==> src/sv/can_mailbox_manager_rx_queue_unit_macros.svh <==
// -----------------------------------------------------------------------------
// CAN mailbox manager macros
// Assertion shorthands shared by the mailbox manager modules.
// -----------------------------------------------------------------------------
`ifndef CAN_MAILBOX_MANAGER_RX_QUEUE_UNIT_MACROS_SVH
`define CAN_MAILBOX_MANAGER_RX_QUEUE_UNIT_MACROS_SVH

// Same-cycle implication, sampled on clk, off while arst_n is low.
`define CMRQ_ASSERT_NOW(label, ante, cons, msg) \
	label: assert property (@(posedge clk) disable iff (!arst_n) (ante) |-> (cons)) \
		else $error(msg);

// Next-cycle implication, sampled on clk, off while arst_n is low.
`define CMRQ_ASSERT_NEXT(label, ante, cons, msg) \
	label: assert property (@(posedge clk) disable iff (!arst_n) (ante) |=> (cons)) \
		else $error(msg);

`endif

==> src/sv/cmrq_pkg.sv <==
// -----------------------------------------------------------------------------
// CAN mailbox manager package
// Types, codes and defaults shared by the mailbox manager modules.
// -----------------------------------------------------------------------------
package cmrq_pkg;

	localparam int MAILBOXES_DEF         = 15;
	localparam int RECEIVE_MAILBOXES_DEF = 10;
	localparam int QUEUE_DEPTH_DEF       = 64;

	localparam int NUM_COUNTERS = 10;
	localparam int CNT_AW       = 4;
	localparam int CNT_W        = 16;

	typedef logic [CNT_AW-1:0] cnt_addr_t;

	localparam cnt_addr_t CNT_DLCW  = 4'd0;
	localparam cnt_addr_t CNT_RX    = 4'd1;
	localparam cnt_addr_t CNT_TX    = 4'd2;
	localparam cnt_addr_t CNT_ACK   = 4'd3;
	localparam cnt_addr_t CNT_FORM  = 4'd4;
	localparam cnt_addr_t CNT_CRC   = 4'd5;
	localparam cnt_addr_t CNT_STUFF = 4'd6;
	localparam cnt_addr_t CNT_BIT   = 4'd7;
	localparam cnt_addr_t CNT_NOMB  = 4'd8;
	localparam cnt_addr_t CNT_ALLOC = 4'd9;
	localparam cnt_addr_t CNT_SUM   = 4'd10;

	// Error total covers the length warning plus ack through overflow.
	localparam int SUM_READS = 1 + NUM_COUNTERS - 3;

	localparam logic [7:0] ST_RX_WARN = 8'hA0;
	localparam logic [7:0] ST_RX_OK   = 8'h20;
	localparam logic [7:0] ST_TX_OK   = 8'h40;
	localparam logic [7:0] ST_ACK     = 8'h01;
	localparam logic [7:0] ST_FORM    = 8'h02;
	localparam logic [7:0] ST_CRC     = 8'h04;
	localparam logic [7:0] ST_STUFF   = 8'h08;
	localparam logic [7:0] ST_BIT     = 8'h10;

	typedef enum logic [1:0] {
		MODE_TX_REQ,
		MODE_EVENT,
		MODE_READ,
		MODE_QUERY
	} mode_t;

	typedef enum logic [2:0] {
		RES_OK,
		RES_NO_MAILBOX,
		RES_QUEUE_FULL,
		RES_IGNORED,
		RES_QUEUE_EMPTY
	} res_code_t;

	typedef enum logic [3:0] {
		S_IDLE,
		S_DECODE,
		S_RECV,
		S_PUSH,
		S_POP,
		S_QUERY,
		S_SUM,
		S_CNT_RD,
		S_CNT_WR,
		S_DONE
	} state_t;

	typedef struct packed {
		logic             rd_en;
		cnt_addr_t        rd_addr;
		logic             wr_en;
		cnt_addr_t        wr_addr;
		logic [CNT_W-1:0] wr_data;
	} cnt_req_t;

	typedef struct packed {
		logic       push;
		logic [7:0] push_data;
		logic       pop;
	} q_req_t;

endpackage

==> src/sv/cmrq_counters.sv <==
// -----------------------------------------------------------------------------
// CAN mailbox manager event counters
// Counter memory with registered read, write forwarding and per-entry valid
// bits so that entries read as zero until first written after reset.
// -----------------------------------------------------------------------------
`include "can_mailbox_manager_rx_queue_unit_macros.svh"

module cmrq_counters
	import cmrq_pkg::*;
(
	input  logic             clk,
	input  logic             arst_n,
	input  cnt_req_t         req,
	output logic [CNT_W-1:0] rd_data
);

	logic [CNT_W-1:0]        mem [NUM_COUNTERS];
	logic [NUM_COUNTERS-1:0] valid_q;
	logic [CNT_W-1:0]        rd_raw_q;
	logic                    rd_hit_q;
	logic                    fwd;

	assign fwd = req.wr_en && (req.wr_addr == req.rd_addr);

	always_ff @(posedge clk) begin
		if (req.wr_en) begin
			mem[req.wr_addr] <= req.wr_data;
		end
		if (req.rd_en) begin
			rd_raw_q <= fwd ? req.wr_data : mem[req.rd_addr];
		end
	end

	always_ff @(posedge clk or negedge arst_n) begin
		if (!arst_n) begin
			valid_q  <= '0;
			rd_hit_q <= 1'b0;
		end else begin
			if (req.wr_en) begin
				valid_q[req.wr_addr] <= 1'b1;
			end
			if (req.rd_en) begin
				rd_hit_q <= fwd || valid_q[req.rd_addr];
			end
		end
	end

	// Never-written counters read as zero
	assign rd_data = rd_hit_q ? rd_raw_q : '0;

	`CMRQ_ASSERT_NOW(a_cnt_wr_range, req.wr_en, req.wr_addr < cnt_addr_t'(NUM_COUNTERS), "counter write beyond last counter")
	`CMRQ_ASSERT_NOW(a_cnt_rd_range, req.rd_en, req.rd_addr < cnt_addr_t'(NUM_COUNTERS), "counter read beyond last counter")

endmodule

==> src/sv/cmrq_queue.sv <==
// -----------------------------------------------------------------------------
// CAN mailbox manager receive byte queue
// Circular byte memory with head, tail and fill count; one push or one pop
// per cycle, pop data registered and shown in the cycle after the request.
// -----------------------------------------------------------------------------
`include "can_mailbox_manager_rx_queue_unit_macros.svh"

module cmrq_queue
	import cmrq_pkg::*;
#(
	parameter int QUEUE_DEPTH = QUEUE_DEPTH_DEF
) (
	input  logic                           clk,
	input  logic                           arst_n,
	input  q_req_t                         req,
	output logic [$clog2(QUEUE_DEPTH)-1:0] fill,
	output logic                           rd_valid,
	output logic [7:0]                     rd_data
);

	localparam int AW = $clog2(QUEUE_DEPTH);
	localparam logic [AW-1:0] LAST = AW'(QUEUE_DEPTH - 1);

	logic [7:0]    mem [QUEUE_DEPTH];
	logic [AW-1:0] head_q;
	logic [AW-1:0] tail_q;
	logic [AW-1:0] fill_q;
	logic          rd_valid_q;
	logic [7:0]    rd_data_q;
	logic          pop_go;

	// Drop pops on an empty queue; the missing byte reads as zero upstream
	assign pop_go = req.pop && (fill_q != '0);

	always_ff @(posedge clk) begin
		if (req.push) begin
			mem[tail_q] <= req.push_data;
		end
		if (pop_go) begin
			rd_data_q <= mem[head_q];
		end
	end

	always_ff @(posedge clk or negedge arst_n) begin
		if (!arst_n) begin
			head_q     <= '0;
			tail_q     <= '0;
			fill_q     <= '0;
			rd_valid_q <= 1'b0;
		end else begin
			rd_valid_q <= pop_go;
			if (req.push) begin
				tail_q <= (tail_q == LAST) ? '0 : tail_q + 1'b1;
				fill_q <= fill_q + 1'b1;
			end else if (pop_go) begin
				head_q <= (head_q == LAST) ? '0 : head_q + 1'b1;
				fill_q <= fill_q - 1'b1;
			end
		end
	end

	assign fill     = fill_q;
	assign rd_valid = rd_valid_q;
	assign rd_data  = rd_data_q;

	`CMRQ_ASSERT_NOW(a_q_no_push_pop, req.push, !req.pop, "queue push and pop in the same cycle")
	`CMRQ_ASSERT_NOW(a_q_fill_bound, 1'b1, fill_q <= LAST, "queue fill beyond capacity")
	`CMRQ_ASSERT_NOW(a_q_push_room, req.push, fill_q != LAST, "queue push while full")

endmodule

==> src/sv/can_mailbox_manager_rx_queue_unit.sv <==
// -----------------------------------------------------------------------------
// CAN mailbox manager with receive queue
// Mailbox allocation, receive byte queue and event counters behind a
// start/busy command port with a one-cycle done strobe.
// -----------------------------------------------------------------------------
// An item is taken when start is high and busy is low; busy stays high until
// the result is shown for exactly one cycle with done, and it drops in the
// cycle after, so the receiver must take the beat when done is high. A
// granted transmit request or an ignored event goes from decode to done, a
// counted event first reads and writes its counter, a received frame pushes
// its header and payload before counting, a frame read pops them back, and
// the error total reads the counters in turn. The single port of the queue
// memory, one byte per cycle, and the counter read-then-write set these steps.
// -----------------------------------------------------------------------------
`include "can_mailbox_manager_rx_queue_unit_macros.svh"

module can_mailbox_manager_rx_queue_unit
	import cmrq_pkg::*;
#(
	parameter int MAILBOXES         = MAILBOXES_DEF,
	parameter int RECEIVE_MAILBOXES = RECEIVE_MAILBOXES_DEF,
	parameter int QUEUE_DEPTH       = QUEUE_DEPTH_DEF
) (
	input  logic        clk,
	input  logic        arst_n,
	input  logic        start,
	output logic        busy,
	input  logic [1:0]  mode,
	input  logic [3:0]  mailbox_num,
	input  logic [7:0]  event_status,
	input  logic [10:0] frame_id,
	input  logic [3:0]  frame_len,
	input  logic        subscribed,
	input  logic [63:0] rx_payload,
	input  logic [3:0]  counter_select,
	output logic        done,
	output logic [2:0]  result_code,
	output logic [3:0]  granted_mailbox,
	output logic [15:0] out_id,
	output logic [7:0]  out_len,
	output logic [63:0] out_payload,
	output logic [15:0] counter_value
);

	localparam int QAW = $clog2(QUEUE_DEPTH);
	localparam logic [MAILBOXES-1:0] BUSY_RESET = MAILBOXES'(
		((1 << MAILBOXES) - 1) - ((1 << (MAILBOXES - RECEIVE_MAILBOXES)) - 1));

	state_t              state_q, state_d;
	state_t              after_q, after_d;
	cnt_addr_t           bump_q, bump_d;
	logic [MAILBOXES-1:0] busy_mask_q;
	logic [3:0]          idx_q;
	logic                cnt_rd_s1;
	logic [3:0]          rd_idx_s1;

	mode_t               mode_q;
	logic [3:0]          mailbox_q;
	logic [7:0]          status_q;
	logic [10:0]         fid_q;
	logic [3:0]          flen_q;
	logic                sub_q;
	logic [63:0]         pay_q;
	cnt_addr_t           sel_q;

	res_code_t           res_code_q;
	logic [3:0]          res_mb_q;
	logic [15:0]         res_id_q;
	logic [7:0]          res_len_q;
	logic [63:0]         res_pay_q;
	logic [CNT_W-1:0]    res_cnt_q;

	cnt_req_t            cnt_req;
	logic [CNT_W-1:0]    cnt_rd_data;
	q_req_t              q_req;
	logic [QAW-1:0]      q_fill;
	logic                q_rd_valid;
	logic [7:0]          q_rd_data;

	logic                free_found;
	logic [3:0]          free_idx;
	logic                space_ok;
	logic [7:0]          push_byte;
	logic [3:0]          push_last;
	logic [7:0]          len_cur;
	logic [3:0]          pop_need;
	logic                pop_slot;
	cnt_addr_t           sum_addr;

	cmrq_counters u_counters (
		.clk     (clk),
		.arst_n  (arst_n),
		.req     (cnt_req),
		.rd_data (cnt_rd_data)
	);

	cmrq_queue #(
		.QUEUE_DEPTH (QUEUE_DEPTH)
	) u_queue (
		.clk      (clk),
		.arst_n   (arst_n),
		.req      (q_req),
		.fill     (q_fill),
		.rd_valid (q_rd_valid),
		.rd_data  (q_rd_data)
	);

	// Lowest free mailbox
	always_comb begin
		free_found = 1'b0;
		free_idx   = '0;
		for (int i = MAILBOXES - 1; i >= 0; i--) begin
			if (!busy_mask_q[i]) begin
				free_found = 1'b1;
				free_idx   = 4'(i);
			end
		end
	end

	// Push needs free space above header plus payload
	assign space_ok = ({1'b0, q_fill} + (QAW+1)'(flen_q) + (QAW+1)'(4))
		< (QAW+1)'(QUEUE_DEPTH);

	assign push_last = 4'd2 + flen_q;

	always_comb begin
		unique case (idx_q)
			4'd0:    push_byte = {5'd0, fid_q[10:8]};
			4'd1:    push_byte = fid_q[7:0];
			4'd2:    push_byte = {4'd0, flen_q};
			default: push_byte = pay_q[8*(3'(idx_q - 4'd3)) +: 8];
		endcase
	end

	// Length byte is known from the cycle it comes back from the queue
	assign len_cur  = (q_rd_valid && rd_idx_s1 == 4'd2) ? q_rd_data : res_len_q;
	assign pop_need = 4'd3 + ((len_cur > 8'd8) ? 4'd8 : len_cur[3:0]);
	assign pop_slot = (idx_q < 4'd3) || (idx_q < pop_need);

	assign sum_addr = (idx_q == 4'd0) ? CNT_DLCW : cnt_addr_t'(idx_q + 4'd2);

	always_ff @(posedge clk or negedge arst_n) begin
		if (!arst_n) begin
			state_q <= S_IDLE;
		end else begin
			state_q <= state_d;
		end
	end

	always_comb begin
		state_d = state_q;
		after_d = after_q;
		bump_d  = bump_q;
		cnt_req = '0;
		q_req   = '0;
		unique case (state_q)
			S_IDLE: begin
				if (start) begin
					state_d = S_DECODE;
				end
			end
			S_DECODE: begin
				after_d = S_DONE;
				unique case (mode_q)
					MODE_TX_REQ: begin
						bump_d  = CNT_NOMB;
						state_d = free_found ? S_DONE : S_CNT_RD;
					end
					MODE_EVENT: begin
						unique case (status_q)
							ST_RX_WARN: begin
								bump_d  = CNT_DLCW;
								after_d = S_RECV;
								state_d = S_CNT_RD;
							end
							ST_RX_OK: state_d = S_RECV;
							ST_TX_OK: begin
								bump_d  = CNT_TX;
								state_d = S_CNT_RD;
							end
							ST_ACK: begin
								bump_d  = CNT_ACK;
								state_d = S_CNT_RD;
							end
							ST_FORM: begin
								bump_d  = CNT_FORM;
								state_d = S_CNT_RD;
							end
							ST_CRC: begin
								bump_d  = CNT_CRC;
								state_d = S_CNT_RD;
							end
							ST_STUFF: begin
								bump_d  = CNT_STUFF;
								state_d = S_CNT_RD;
							end
							ST_BIT: begin
								bump_d  = CNT_BIT;
								state_d = S_CNT_RD;
							end
							default: state_d = S_DONE;
						endcase
					end
					MODE_READ: begin
						state_d = (q_fill == '0) ? S_DONE : S_POP;
					end
					MODE_QUERY: begin
						if (sel_q < cnt_addr_t'(NUM_COUNTERS)) begin
							cnt_req.rd_en   = 1'b1;
							cnt_req.rd_addr = sel_q;
							state_d         = S_QUERY;
						end else if (sel_q == CNT_SUM) begin
							state_d = S_SUM;
						end else begin
							state_d = S_DONE;
						end
					end
				endcase
			end
			S_RECV: begin
				after_d = S_DONE;
				if (!sub_q) begin
					state_d = S_DONE;
				end else if (space_ok) begin
					state_d = S_PUSH;
				end else begin
					bump_d  = CNT_ALLOC;
					state_d = S_CNT_RD;
				end
			end
			S_PUSH: begin
				q_req.push      = 1'b1;
				q_req.push_data = push_byte;
				if (idx_q == push_last) begin
					bump_d  = CNT_RX;
					after_d = S_DONE;
					state_d = S_CNT_RD;
				end
			end
			S_POP: begin
				q_req.pop = pop_slot;
				if (!pop_slot && !q_rd_valid) begin
					state_d = S_DONE;
				end
			end
			S_QUERY: state_d = S_DONE;
			S_SUM: begin
				if (idx_q < 4'(SUM_READS)) begin
					cnt_req.rd_en   = 1'b1;
					cnt_req.rd_addr = sum_addr;
				end else if (!cnt_rd_s1) begin
					state_d = S_DONE;
				end
			end
			S_CNT_RD: begin
				cnt_req.rd_en   = 1'b1;
				cnt_req.rd_addr = bump_q;
				state_d         = S_CNT_WR;
			end
			S_CNT_WR: begin
				cnt_req.wr_en   = 1'b1;
				cnt_req.wr_addr = bump_q;
				cnt_req.wr_data = cnt_rd_data + 1'b1;
				state_d         = after_q;
			end
			S_DONE: state_d = S_IDLE;
			default: state_d = S_IDLE;
		endcase
	end

	always_ff @(posedge clk or negedge arst_n) begin
		if (!arst_n) begin
			after_q     <= S_DONE;
			bump_q      <= CNT_DLCW;
			busy_mask_q <= BUSY_RESET;
			idx_q       <= '0;
			cnt_rd_s1   <= 1'b0;
		end else begin
			after_q   <= after_d;
			bump_q    <= bump_d;
			cnt_rd_s1 <= cnt_req.rd_en;
			unique case (state_q)
				S_IDLE: idx_q <= '0;
				S_DECODE: begin
					for (int i = 0; i < MAILBOXES; i++) begin
						if (mode_q == MODE_TX_REQ && free_found && free_idx == 4'(i)) begin
							busy_mask_q[i] <= 1'b1;
						end
						if (mode_q == MODE_EVENT && status_q == ST_TX_OK
								&& mailbox_q == 4'(i)) begin
							busy_mask_q[i] <= 1'b0;
						end
					end
				end
				S_PUSH: idx_q <= idx_q + 1'b1;
				S_POP: begin
					if (pop_slot) begin
						idx_q <= idx_q + 1'b1;
					end
				end
				S_SUM: begin
					if (idx_q < 4'(SUM_READS)) begin
						idx_q <= idx_q + 1'b1;
					end
				end
				default: ;
			endcase
		end
	end

	always_ff @(posedge clk) begin
		unique case (state_q)
			S_IDLE: begin
				if (start) begin
					mode_q     <= mode_t'(mode);
					mailbox_q  <= mailbox_num;
					status_q   <= event_status;
					fid_q      <= frame_id;
					flen_q     <= (frame_len > 4'd8) ? 4'd8 : frame_len;
					sub_q      <= subscribed;
					pay_q      <= rx_payload;
					sel_q      <= counter_select;
					res_code_q <= RES_OK;
					res_mb_q   <= '0;
					res_id_q   <= '0;
					res_len_q  <= '0;
					res_pay_q  <= '0;
					res_cnt_q  <= '0;
				end
			end
			S_DECODE: begin
				unique case (mode_q)
					MODE_TX_REQ: begin
						if (free_found) begin
							res_mb_q <= free_idx;
						end else begin
							res_code_q <= RES_NO_MAILBOX;
						end
					end
					MODE_EVENT: begin
						if (status_q != ST_RX_WARN && status_q != ST_RX_OK
								&& status_q != ST_TX_OK && status_q != ST_ACK
								&& status_q != ST_FORM && status_q != ST_CRC
								&& status_q != ST_STUFF && status_q != ST_BIT) begin
							res_code_q <= RES_IGNORED;
						end
					end
					MODE_READ: begin
						if (q_fill == '0) begin
							res_code_q <= RES_QUEUE_EMPTY;
						end
					end
					MODE_QUERY: begin
						if (sel_q > CNT_SUM) begin
							res_code_q <= RES_IGNORED;
						end
					end
				endcase
			end
			S_RECV: begin
				if (!sub_q) begin
					res_code_q <= RES_IGNORED;
				end else if (!space_ok) begin
					res_code_q <= RES_QUEUE_FULL;
				end
			end
			S_POP: begin
				rd_idx_s1 <= idx_q;
				if (q_rd_valid) begin
					unique case (rd_idx_s1)
						4'd0:    res_id_q[15:8] <= q_rd_data;
						4'd1:    res_id_q[7:0]  <= q_rd_data;
						4'd2:    res_len_q      <= q_rd_data;
						default: res_pay_q[8*(3'(rd_idx_s1 - 4'd3)) +: 8] <= q_rd_data;
					endcase
				end
			end
			S_QUERY: res_cnt_q <= cnt_rd_data;
			S_SUM: begin
				if (cnt_rd_s1) begin
					res_cnt_q <= res_cnt_q + cnt_rd_data;
				end
			end
			default: ;
		endcase
	end

	assign busy            = (state_q != S_IDLE);
	assign done            = (state_q == S_DONE);
	assign result_code     = res_code_q;
	assign granted_mailbox = res_mb_q;
	assign out_id          = res_id_q;
	assign out_len         = res_len_q;
	assign out_payload     = res_pay_q;
	assign counter_value   = res_cnt_q;

	`CMRQ_ASSERT_NEXT(a_accept_busy, start && !busy, busy && !done, "accepted beat not held busy")
	`CMRQ_ASSERT_NEXT(a_done_release, done, !busy, "busy held after result beat")
	`CMRQ_ASSERT_NOW(a_pop_on_read, q_req.pop, mode_q == MODE_READ, "queue pop outside a frame read")
	`CMRQ_ASSERT_NOW(a_push_subscribed, q_req.push, sub_q && mode_q == MODE_EVENT, "queue push for unwanted frame")

endmodule

==> config.mk <==
export PLATFORM = sky130hd
export DESIGN_NAME = can_mailbox_manager_rx_queue_unit
export DESIGN_NICKNAME = d
export VERILOG_FILES = /design/src/sv/cmrq_pkg.sv /design/src/sv/cmrq_counters.sv /design/src/sv/cmrq_queue.sv /design/src/sv/can_mailbox_manager_rx_queue_unit.sv
export VERILOG_INCLUDE_DIRS = /design/src /design/src/sv
export SDC_FILE = /design/constraint.sdc
export NUM_CORES = 1
export LEC_CHECK = 0
export BUFFER_PORTS_ARGS = -buffer_cell sky130_fd_sc_hd__buf_4
export CAP_MARGIN = 20
export CORE_MARGIN = 8
export CORE_UTILIZATION = 35
export CTS_CLUSTER_SIZE = 8
export DETAILED_ROUTE_END_ITERATION = 8
export HOLD_SLACK_MARGIN = 0.15
export SLEW_MARGIN = 20
export SYNTH_ARGS = -nofsm -noshare
export SYNTH_HDL_FRONTEND = slang
export SYNTH_SLANG_ARGS = --single-unit
==> constraint.sdc <==
create_clock -name clk -period 5.1 [get_ports clk]
set_input_delay 1.53 -clock clk [delete_from_list [all_inputs] [get_ports clk]]
set_output_delay 1.53 -clock clk [all_outputs]
set_load 0.1 [all_outputs]
# --- After elaboration in Yosys (flattened, before gate mapping) ---
# Memory sizes are Yosys's and may differ from the RTL's. A register that Yosys moved wholly into a read port is not among the register bits.
# Cells that the tools add are included.
totals:
  elab_cells: 413
  mem_bits_rw: 672
  in_bits: 101
  memories: 2
  out_inout_bits: 113
  reg_bits: 275
classes:
  shifts: 3
  add_sub_neg: 15
  eq_ne: 89
  muxes: 140
  n_bitwise: 2
  order_cmp: 11
  reduce_logical: 109
memory_table:
  columns: ["name", "words", "word_bits", "rd", "rd_ports_with_merged_regs", "wr", "line", "text"]
  rows:
  - ["u_queue.mem", 64, 8, 1, 1, 1, "cmrq_queue.sv:24", "logic [7:0] mem [QUEUE_DEPTH];"]
  - ["u_counters.mem", 10, 16, 1, 1, 1, "cmrq_counters.sv:17", "logic [CNT_W-1:0] mem [NUM_COUNTERS];"]
op_table:
  columns: ["operator", "count"]
  rows:
  - ["$mux 64", 3]
  - ["$mux 4", 38]
  - ["$pmux 64 s2", 1]
  - ["$eq 4x4->1 const B", 17]
  - ["$bwmux 64", 1]
  - ["$mux 16", 4]
  - ["$shift 8x34->64 const A", 1]
  - ["$shiftx 64x7->8", 1]
  - ["$shiftx 8x34->64", 1]
  - ["$mux 1", 52]
  - ["$eq 4x3->1 const B", 12]
  - ["$mux 8", 6]
  - ["$pmux 16 s3", 1]
  - ["$logic_and 1x1->1", 44]
  - ["$pmux 4 s9", 1]
  - ["$reduce_and 2->1", 18]
  - ["$reduce_bool 2->1", 18]
  - ["$neg 6->34", 1]
  - ["$eq 4x2->1 const B", 8]
  - ["$pmux 16 s2", 1]
  - ["$pmux 4 s4", 2]
  - ["$ne 2x2->1 const B", 14]
  - ["$pmux 4 s7", 1]
  - ["$mux 3", 8]
  - ["72 further kinds", 115]

# --- Depth between registers and ports, before layout ---
# Gate-level depths: netlist of run 1.
depth:
  ltp_word: 19
  depth_mapped: 18
  depth_no_buf: 16

# --- Hierarchy ---
# From an unflattened synthesis of run 1, not the netlist that was laid out.
unflattened:
  hier_cells: 2507
  area_unflattened_um2: 41014.3
by_module_without_submodules:
  columns: ["mod", "seq_area_each_um2", "cells_each", "n_inst", "area_each_um2"]
  rows:
  - ["cmrq_queue", 16090.4, 1029, 1, 21117.8]
  - ["can_mailbox_manager_rx_queue_unit", 7160.6, 1083, 1, 12400.6]
  - ["cmrq_counters", 5560.3, 395, 1, 7495.9]

# --- Worst setup path before layout of run 1 ---
# Ideal clock, no wire load.
synth_timing:
  path_type: "in2reg"
  from: "input port start"
  to: "register res_pay_q[0], in the netlist out_payload[0] (enable)"
  arrival_ns: 4.680
  setup_slack_ns: 0.022
  n_path_buf: 0
  t_required_ns: 4.702
  path_stages: 3
  setup_ns: 0.398
  cell_sequence: "nand2_1 -> inv_1 -> a31o_2"
synth_via:
  elab_chain_len: 2
synth_lines:
  columns: ["element", "line", "text"]
  rows:
  - ["from (decl)", "can_mailbox_manager_rx_queue_unit.sv:26", "input logic start,"]
  - ["$ne 2x2->1 (no line)", null, null]
  - ["$reduce_and 4->1 (no line)", null, null]
  - ["to (signal, indexed assignment)", "can_mailbox_manager_rx_queue_unit.sv:374", "default: res_pay_q[8*(3'(rd_idx_s1 - 4'd3)) +: 8] <= q_rd_data;"]
  - ["to (decl)", "can_mailbox_manager_rx_queue_unit.sv:70", "logic [63:0] res_pay_q;"]
# Every way passes these cells.
# A chain may end at the register's enable or synchronous reset.

# --- Worst setup path in the final report of run 1 ---
layout_timing:
  from: "register rd_idx_s1[0]"
  to: "register u_queue.fill_q[1], in the netlist u_queue.fill[1]"
layout_via:
  elab_chain_len: 11
layout_lines:
  columns: ["element", "line", "text"]
  rows:
  - ["from (decl)", "can_mailbox_manager_rx_queue_unit.sv:55", "logic [3:0] rd_idx_s1;"]
  - ["from (signal assigned)", "can_mailbox_manager_rx_queue_unit.sv:368", "rd_idx_s1 <= idx_q;"]
  - ["$eq 4x2->1 (*)", "can_mailbox_manager_rx_queue_unit.sv:136", "assign len_cur = (q_rd_valid && rd_idx_s1 == 4'd2) ? q_rd_data : res_len_q;"]
  - ["$logic_and 1x1->1 (*)", "can_mailbox_manager_rx_queue_unit.sv:136", null]
  - ["$mux 8 (*)", "can_mailbox_manager_rx_queue_unit.sv:136", null]
  - ["$gt 8x4->1", "can_mailbox_manager_rx_queue_unit.sv:137", "assign pop_need = 4'd3 + ((len_cur > 8'd8) ? 4'd8 : len_cur[3:0]);"]
  - ["$mux 4 (*)", "can_mailbox_manager_rx_queue_unit.sv:137", null]
  - ["$add 2x4->4 (*)", "can_mailbox_manager_rx_queue_unit.sv:137", null]
  - ["$lt 4x4->1 (*)", "can_mailbox_manager_rx_queue_unit.sv:138", "assign pop_slot = (idx_q < 4'd3) || (idx_q < pop_need);"]
  - ["$logic_or 1x1->1 (*)", "can_mailbox_manager_rx_queue_unit.sv:138", null]
  - ["$mux 1 (*)", "can_mailbox_manager_rx_queue_unit.sv:156", "unique case (state_q)"]
  - ["$logic_and 1x1->1 (*)", "cmrq_queue.sv:33", "assign pop_go = req.pop && (fill_q != '0);"]
  - ["$reduce_bool 2->1 (no line) (*)", null, null]
  - ["to (signal assigned)", "cmrq_queue.sv:54", "fill_q <= fill_q + 1'b1;"]
  - ["to (signal assigned)", "cmrq_queue.sv:57", "fill_q <= fill_q - 1'b1;"]
  - ["to (decl)", "cmrq_queue.sv:27", "logic [AW-1:0] fill_q;"]
# Mark *: on every way between the ends. The rest lies on a longest branch, timed or not.

==> results by group, run 1 <==
Outcome
  – Outcome: completed

Global routing
  – Largest net degree at the start of global routing: 100
  – Vias in the first global route: 22,892
  – Overflow after GRT: 0
  – Initial antenna violation count: 7
  – Total track usage: 15.76%
  – First-pass GRT wire length: 151.4 mm

Yosys
  – Synth warnings: 0
  – Seq/Total Area, Yosys: 71.04%
  – Dominant cells by area after synthesis: edfxtp_1 (67%), mux4_2 (10%), dfrtp_1 (3.0%)
  – Cell taking the most area after synthesis: edfxtp_1
  – Ys async rst share: 6.192%
  – Mapped Area: 40,560 um^2
  – Post-synth top flop: edfxtp_1
  – Distinct cells, synth: 81
  – Avg Cell Area, Syn: 16.13 um^2
  – Synth Register Bits: 969
  – Cells after Synth: 2,514
  – EDFF count, synth: 909
  – Syn_nets: 2,662
  – Yosys top cell area share: 67.30%

Clocking
  – Clock slew at reported path FFs: 50 ps
  – Cts hold-fix bufs: 0
  – Clock buffer depth: 3
  – CTS tree: built
  – Clk_lat worst skew: 720 ps
  – CTS sink cnt: 969
  – CTS Buf Count: 139
  – # Post-CTS Setup Buffers: 0
  – Root buf cell: clkbuf_16
  – H-tree depth: 4
  – Post-cts gate resize count: 0

Min path
  – Hold crit path type: reg2reg
  – Min-Delay Path Depth: 1

Placed design
  – Placer Congestion: 0.8373
  – Port bufs: 213
  – Pre-CTS WS: 1106 ps
  – Detailed Place HPWL: 65.71 mm

Timing
  – Final period util: 78.34%
  – Clk_skew: 53.50 ps
  – FMAX: 0.2503 GHz
  – RSZ-0062 raised after global routing: no
  – Worst slew pin tran: 1084 ps
  – Slew HR: 27.49%
  – Tmin final: 3996 ps
  – Setup TNS: 0 ps
  – Setup ws final: 1104 ps
  – Setup-failing EPs final: 0
  – Pins Over Slew Limit: 0
  – Final hold violation count: 0

Route
  – Residual DRC count: 0
  – Vias per std cell: 5.303
  – WL/cell: 23.33 um
  – Drt first pass iters: 5
  – Antenna Nets Post-Route: 0
  – 1st-iter DRT viols: 2,007
  – Final wirelength: 101.7 mm
  – Total number of vias: 23,119

Setup path
  – Crit-path most repeated cell: ha_1
  – Crit path required time: 5710 ps
  – CP Class: reg2reg
  – Crit end category: register
  – Crit-path cells: inv_1 -> ha_1 -> nor4bb_1 -> buf_4 -> or4b_1 -> and2_1 -> ha_1 -> xor2_1 -> ha_1 -> o21ai_0 -> a31oi_1 -> o21ai_2 -> nand2b_4 -> a21oi_2 -> buf_4 -> or2_1 -> mux2_4
  – CP Max Fanout: 21
  – R2R depth: 17
  – Crit path DAT: 4600 ps
  – CP max stage delay: 530 ps
  – CP Launch Type: register
  – Worst path slowest cell: or4b_1

Final layout
  – Most frequent cells in the layout: edfxtp_1 (909), buf_4 (264), nand2_1 (234)
  – Area grow syn2layout: 18.54%
  – Most common cell after layout, fill and taps aside: edfxtp_1
  – Share of cells above drive strength 1: 24.64%
  – Final core occ: 41.60%
  – Fin nets: 2,931

Die
  – Placement Rows: 125
  – Core Region: 115,600 um^2
  – Initial core utilization: 35.09%
  – Die Width: 356.4 um
  – Die ar.: 127,000 um^2
  – IO Pins: 214
  – Die span in y: 356.4 um

Power
  – Seq pwr share: 39.7%
  – VDD IR max: 0.3219 mV
  – Leak Pwr: 16.30 nW
  – Psw: 8.382 mW
  – Logic pwr share: 27.7%
  – Pwr dens: 529.7 nW/um^2
  – Pwr Total: 25.46 mW
  – Switch share: 32.92%
  – Power Internal: 17.08 mW
  – Part of the power in the clock network: 32.6%

Flow run
  – Maxcap violations: 0
flip-flops by register name (all words and copies together) (netlist names), 6 cells and up:
| signal | cells |
|---|---|
| busy_mask_q | 15 |
| counter_value | 16 |
| fid_q | 11 |
| out_id | 16 |
| out_len | 8 |
| out_payload | 64 |
| pay_q | 64 |
| status_q | 8 |
| u_counters.mem | 160 |
| u_counters.rd_raw_q | 16 |
| u_counters.valid_q | 10 |
| u_queue.fill | 6 |
| u_queue.head_q | 6 |
| u_queue.mem | 512 |
| u_queue.rd_data | 8 |
| u_queue.tail_q | 6 |
kinds of logic (layout without fill, tap and decap cells):
family / count (synthesis) / in the layout / share of synthesized area, %
adders and majority gates: 47 / 47 / 1.487
other: 0 / 3 / 0
xor gates and xnor gates: 43 / 43 / 0.9286
DFF: 969 / 969 / 71.04
muxes: 222 / 222 / 11.25
buffers and inverters: 181 / 500 / 1.771
and+or+nand+nor: 722 / 722 / 8.274
AOI/OAI and AO/OA: 330 / 330 / 5.254
routing by layer:
layer	up-vias	part of all wire [%]	track usage (%)
li1	10348	-	-
met1	11737	43	21.86
met2	886	47	24.63
met3	146	7.9	4.042
met4	2	2.1	4.319
met5	-	0.020	0
power by group through the flow:
stage	Clock [mW]	Combinational, mW	Sequential (mW)
after floorplan	0	3.88	11.3
final	8.30	7.04	10.1
after CTS	8.47	7.11	10.1
after detailed placement	0	7.09	10.3
after global routing	8.78	7.48	10.2
after global placement	0	7.06	10.2
per-stage QoR:
stage / area, um^2 / hold WS, ps / instances
2_1_floorplan: 40560 / 433.7 / 2514
3_3_place_gp: 44160 / 447.6 / 4165
3_5_place_dp: 44190 / 454.9 / 4166
4_1_cts: 48070 / 467.4 / 4357
5_1_grt: 48070 / 479.4 / 4357
6_report: 48080 / 465.3 / 4360
synth_stat cells (all sizes together) (15+ instances only):
library cell and n:
xor2 17, nand2 236, ha 45, and3 20, a21oi 105, buf 46, nor2 206, inv 37
a31oi 41, mux2i 22, nand3 81, o21ai 43, dfrtp 49, mux4 185, nor3 29, xnor2 26
mux2 15, nor2b 29, a211oi 37, or2 28, a311oi 18, and2 33, clkbuf 98, edfxtp 909
worst max-delay path, delay by kind of cell, from the launching register on:
family | cells | cell delay, ps
XOR/XNOR | 1 | 170
AND/OR/NAND/NOR | 5 | 1200
buffers and inverters | 3 | 570
flip-flops | 1 | 460
AO/OA/AOI/OAI | 4 | 430
adder cells (fa/ha/maj) | 3 | 720
multiplexers | 1 | 320
final cells by class:
| cell class | count | area, um^2 |
|---|---|---|
| Timing Repair Buffer | 272 | 2150 |
| Clock buffer | 179 | 3714 |
| Antenna cell | 3 | 7.507 |
| Sequential cell | 969 | 28820 |
| Tap cell | 1524 | 1907 |
| Multi-Input combinational cell | 1364 | 11170 |
| Inverter | 37 | 141.4 |
| Fill cell | 10246 | 67500 |
| Clock inverter | 12 | 170.2 |
worst paths after layout:
| path | start | to | slack, ps |
|---|---|---|---|
| max | rd_idx_s1[0] | u_queue.fill[1] | 1100 |
| min | u_counters.valid_q[3] | u_counters.valid_q[3] | 470 |
| max reg2reg | rd_idx_s1[0] | u_queue.fill[1] | 1100 |
| min reg2reg | u_counters.valid_q[3] | u_counters.valid_q[3] | 470 |
| max in group asynchronous | arst_n | u_queue.head_q[0] | 3510 |
| min in group asynchronous | arst_n | busy_mask_q[4] | 900 |
Note: power is estimated with default switching activity, not from simulation.
==> run 2: changes to the inputs <==
==> constraint.sdc (replaced) <==
create_clock -name clk -period 3.8 [get_ports clk]
set_input_delay 1.14 -clock clk [delete_from_list [all_inputs] [get_ports clk]]
set_output_delay 1.14 -clock clk [all_outputs]
set_load 0.1 [all_outputs]
==> run 2 against run 1 <==
Power up 35%. Sequential cell count unchanged. Routed wire length down 1.1%. Design area up 1.5%. First-iteration DRC count up 3.8%. Register-to-register slack worse by 870 ps. Sequential power up 33%. Cell count up 1.8%. Worst setup slack worse by 930 ps. Critical endpoint is now busy.
==> results by group, run 2 (synthesis results as in run 1) <==
Final layout
  – Share of cells above drive strength 1: 26.67%
  – Fin nets: 3,004
  – Finished Layout Cells: 4,439
  – Area grow syn2layout: 20.31%
  – Finished layout cell area: 48,800 um^2
  – Final core occ: 42.22%
  – Most flops, register: u_queue.mem
  – Most common cell after layout, fill and taps aside: edfxtp_1
  – Max reg flops: 512
  – Largest registers: u_queue.mem x512, u_counters.mem x160
  – Fillcell total: 10,241
  – Most frequent cells in the layout: edfxtp_1 (909), buf_4 (333), nand2_1 (233)

Setup path
  – CP startpoint: state_q[0]
  – CP Max Fanout: 18
  – Crit path DAT: 2480 ps
  – Crit end category: output pin
  – Reg2reg start: rd_idx_s1[0]
  – CP endpoint: busy
  – Worst r2r dst: u_queue.fill[4]
  – Crit path required time: 2660 ps
  – R2R depth: 16
  – R2r setup slk: 230 ps
  – CP Launch Type: register
  – CP Class: reg2out

Timing
  – Worst slew pin tran: 949.0 ps
  – Tmin final: 3622 ps
  – Slew HR: 36.73%
  – Final hold violation count: 0
  – Setup-failing EPs final: 0
  – Setup ws final: 177.6 ps
  – FMAX: 0.2761 GHz
  – Setup TNS: 0 ps
  – Pins Over Slew Limit: 0
  – Final period util: 95.33%
  – Clk_skew: 37.25 ps
  – RSZ-0062 raised after global routing: no

Clocking
  – # Post-CTS Setup Buffers: 0
  – Clk_lat worst skew: 730 ps
  – CTS tree: built
  – H-tree depth: 4
  – Root buf cell: clkbuf_16
  – Clock slew at reported path FFs: 50 ps
  – Cts hold-fix bufs: 0
  – Post-cts gate resize count: 0
  – CTS sink cnt: 969
  – CTS Buf Count: 139
  – Clock buffer depth: 3

Die
  – Core Region: 115,600 um^2
  – Die ar.: 127,000 um^2
  – Initial core utilization: 35.09%
  – Die Width: 356.4 um
  – Die span in y: 356.4 um
  – IO Pins: 214
  – Placement Rows: 125

Route
  – Drt first pass iters: 6
  – Vias per std cell: 5.257
  – Antenna Nets Post-Route: 0
  – 1st-iter DRT viols: 2,084
  – Residual DRC count: 0
  – Final wirelength: 100.6 mm
  – WL/cell: 22.66 um
  – Total number of vias: 23,335

Global routing
  – Largest net degree at the start of global routing: 99
  – First-pass GRT wire length: 151.5 mm
  – Overflow after GRT: 0
  – Vias in the first global route: 23,457
  – Initial antenna violation count: 3
  – Total track usage: 15.61%

Power
  – VDD IR max: 0.4400 mV
  – Logic pwr share: 28.4%
  – Switch share: 32.88%
  – Part of the power in the clock network: 32.6%
  – Psw: 11.32 mW
  – Pwr dens: 705.6 nW/um^2
  – Leak Pwr: 16.73 nW
  – Seq pwr share: 39.0%
  – Power Internal: 23.11 mW

Placed design
  – Port bufs: 213
  – Detailed Place HPWL: 65.35 mm
  – Placed cell count: 4,239
  – Placer Congestion: 0.8385
  – Pre-CTS WS: 243.2 ps
  – DP Area: 44,790 um^2

Min path
  – Hold crit path type: reg2reg

Outcome
  – Outcome: completed

Flow run
  – Maxcap violations: 0
run 2: cell count changes in the layout (fill, tap and decap cells not counted), moves of 4 or more:
cell / previous run / this run
clkinv_16: 1 / 6
buf_12: 7 / 11
clkbuf_1: 36 / 43
buf_4: 264 / 333
run 2: final cells by class:
cell class                      instances  area (um^2)  share of cell area [%]
Clock inverter                         13        281.5                  0.5769
Timing Repair Buffer                  345         2731                   5.597
Clock buffer                          185         3715                   7.613
Tap cell                             1524         1907                   3.908
Inverter                               37        142.6                  0.2923
Antenna cell                            2        5.005                 0.01026
Sequential cell                       969        28820                   59.06
Multi-Input combinational cell       1364        11190                   22.94
run 2: worst min path at each step:
stage | from | to | slack (ps) | depth (start not counted)
global route | u_counters.valid_q[5] | u_counters.valid_q[5] | 480 | 1
finish | u_counters.valid_q[6] | u_counters.valid_q[6] | 460 | 1
detailed placement | u_counters.valid_q[6] | u_counters.valid_q[6] | 450 | 1
global placement | u_counters.valid_q[6] | u_counters.valid_q[6] | 450 | 1
CTS | u_counters.valid_q[6] | u_counters.valid_q[6] | 460 | 1
floorplan | u_counters.valid_q[5] | u_counters.valid_q[5] | 430 | 1
run 2: stage by stage:
| stage | hold WS (ps) | power [mW] |
|---|---|---|
| 3_3_place_gp | 450.6 | 23.41 |
| 4_1_cts | 464.1 | 34.79 |
| 2_1_floorplan | 433.7 | 20.44 |
| 3_5_place_dp | 452.0 | 23.45 |
| 6_report | 460.5 | 34.43 |
| 5_1_grt | 485.0 | 35.82 |
run 2: critical path, cell delays in order (launching register included):
cell and delay [ps]:
dfrtp_1 570, or2_2 420, nor3_2 330, inv_1 180, buf_4 270
run 2: per-layer routing:
metal	track usage (%)	up-vias	wire, um
met5	0	-	0
met4	4.020	0	1676
met3	2.809	131	7052
met2	25.05	845	47810
met1	21.99	11867	44070
li1	-	10492	-
run 2: power groups by stage:
| stage | Combinational [mW] | Clock [mW] | Sequential [mW] |
|---|---|---|---|
| 6_report | 9.78 | 11.2 | 13.4 |
| 5_1_grt | 10.4 | 11.9 | 13.5 |
| 4_1_cts | 9.88 | 11.5 | 13.4 |
| 3_5_place_dp | 9.85 | 0 | 13.6 |
| 3_3_place_gp | 9.83 | 0 | 13.6 |
| 2_1_floorplan | 5.25 | 0 | 15.2 |
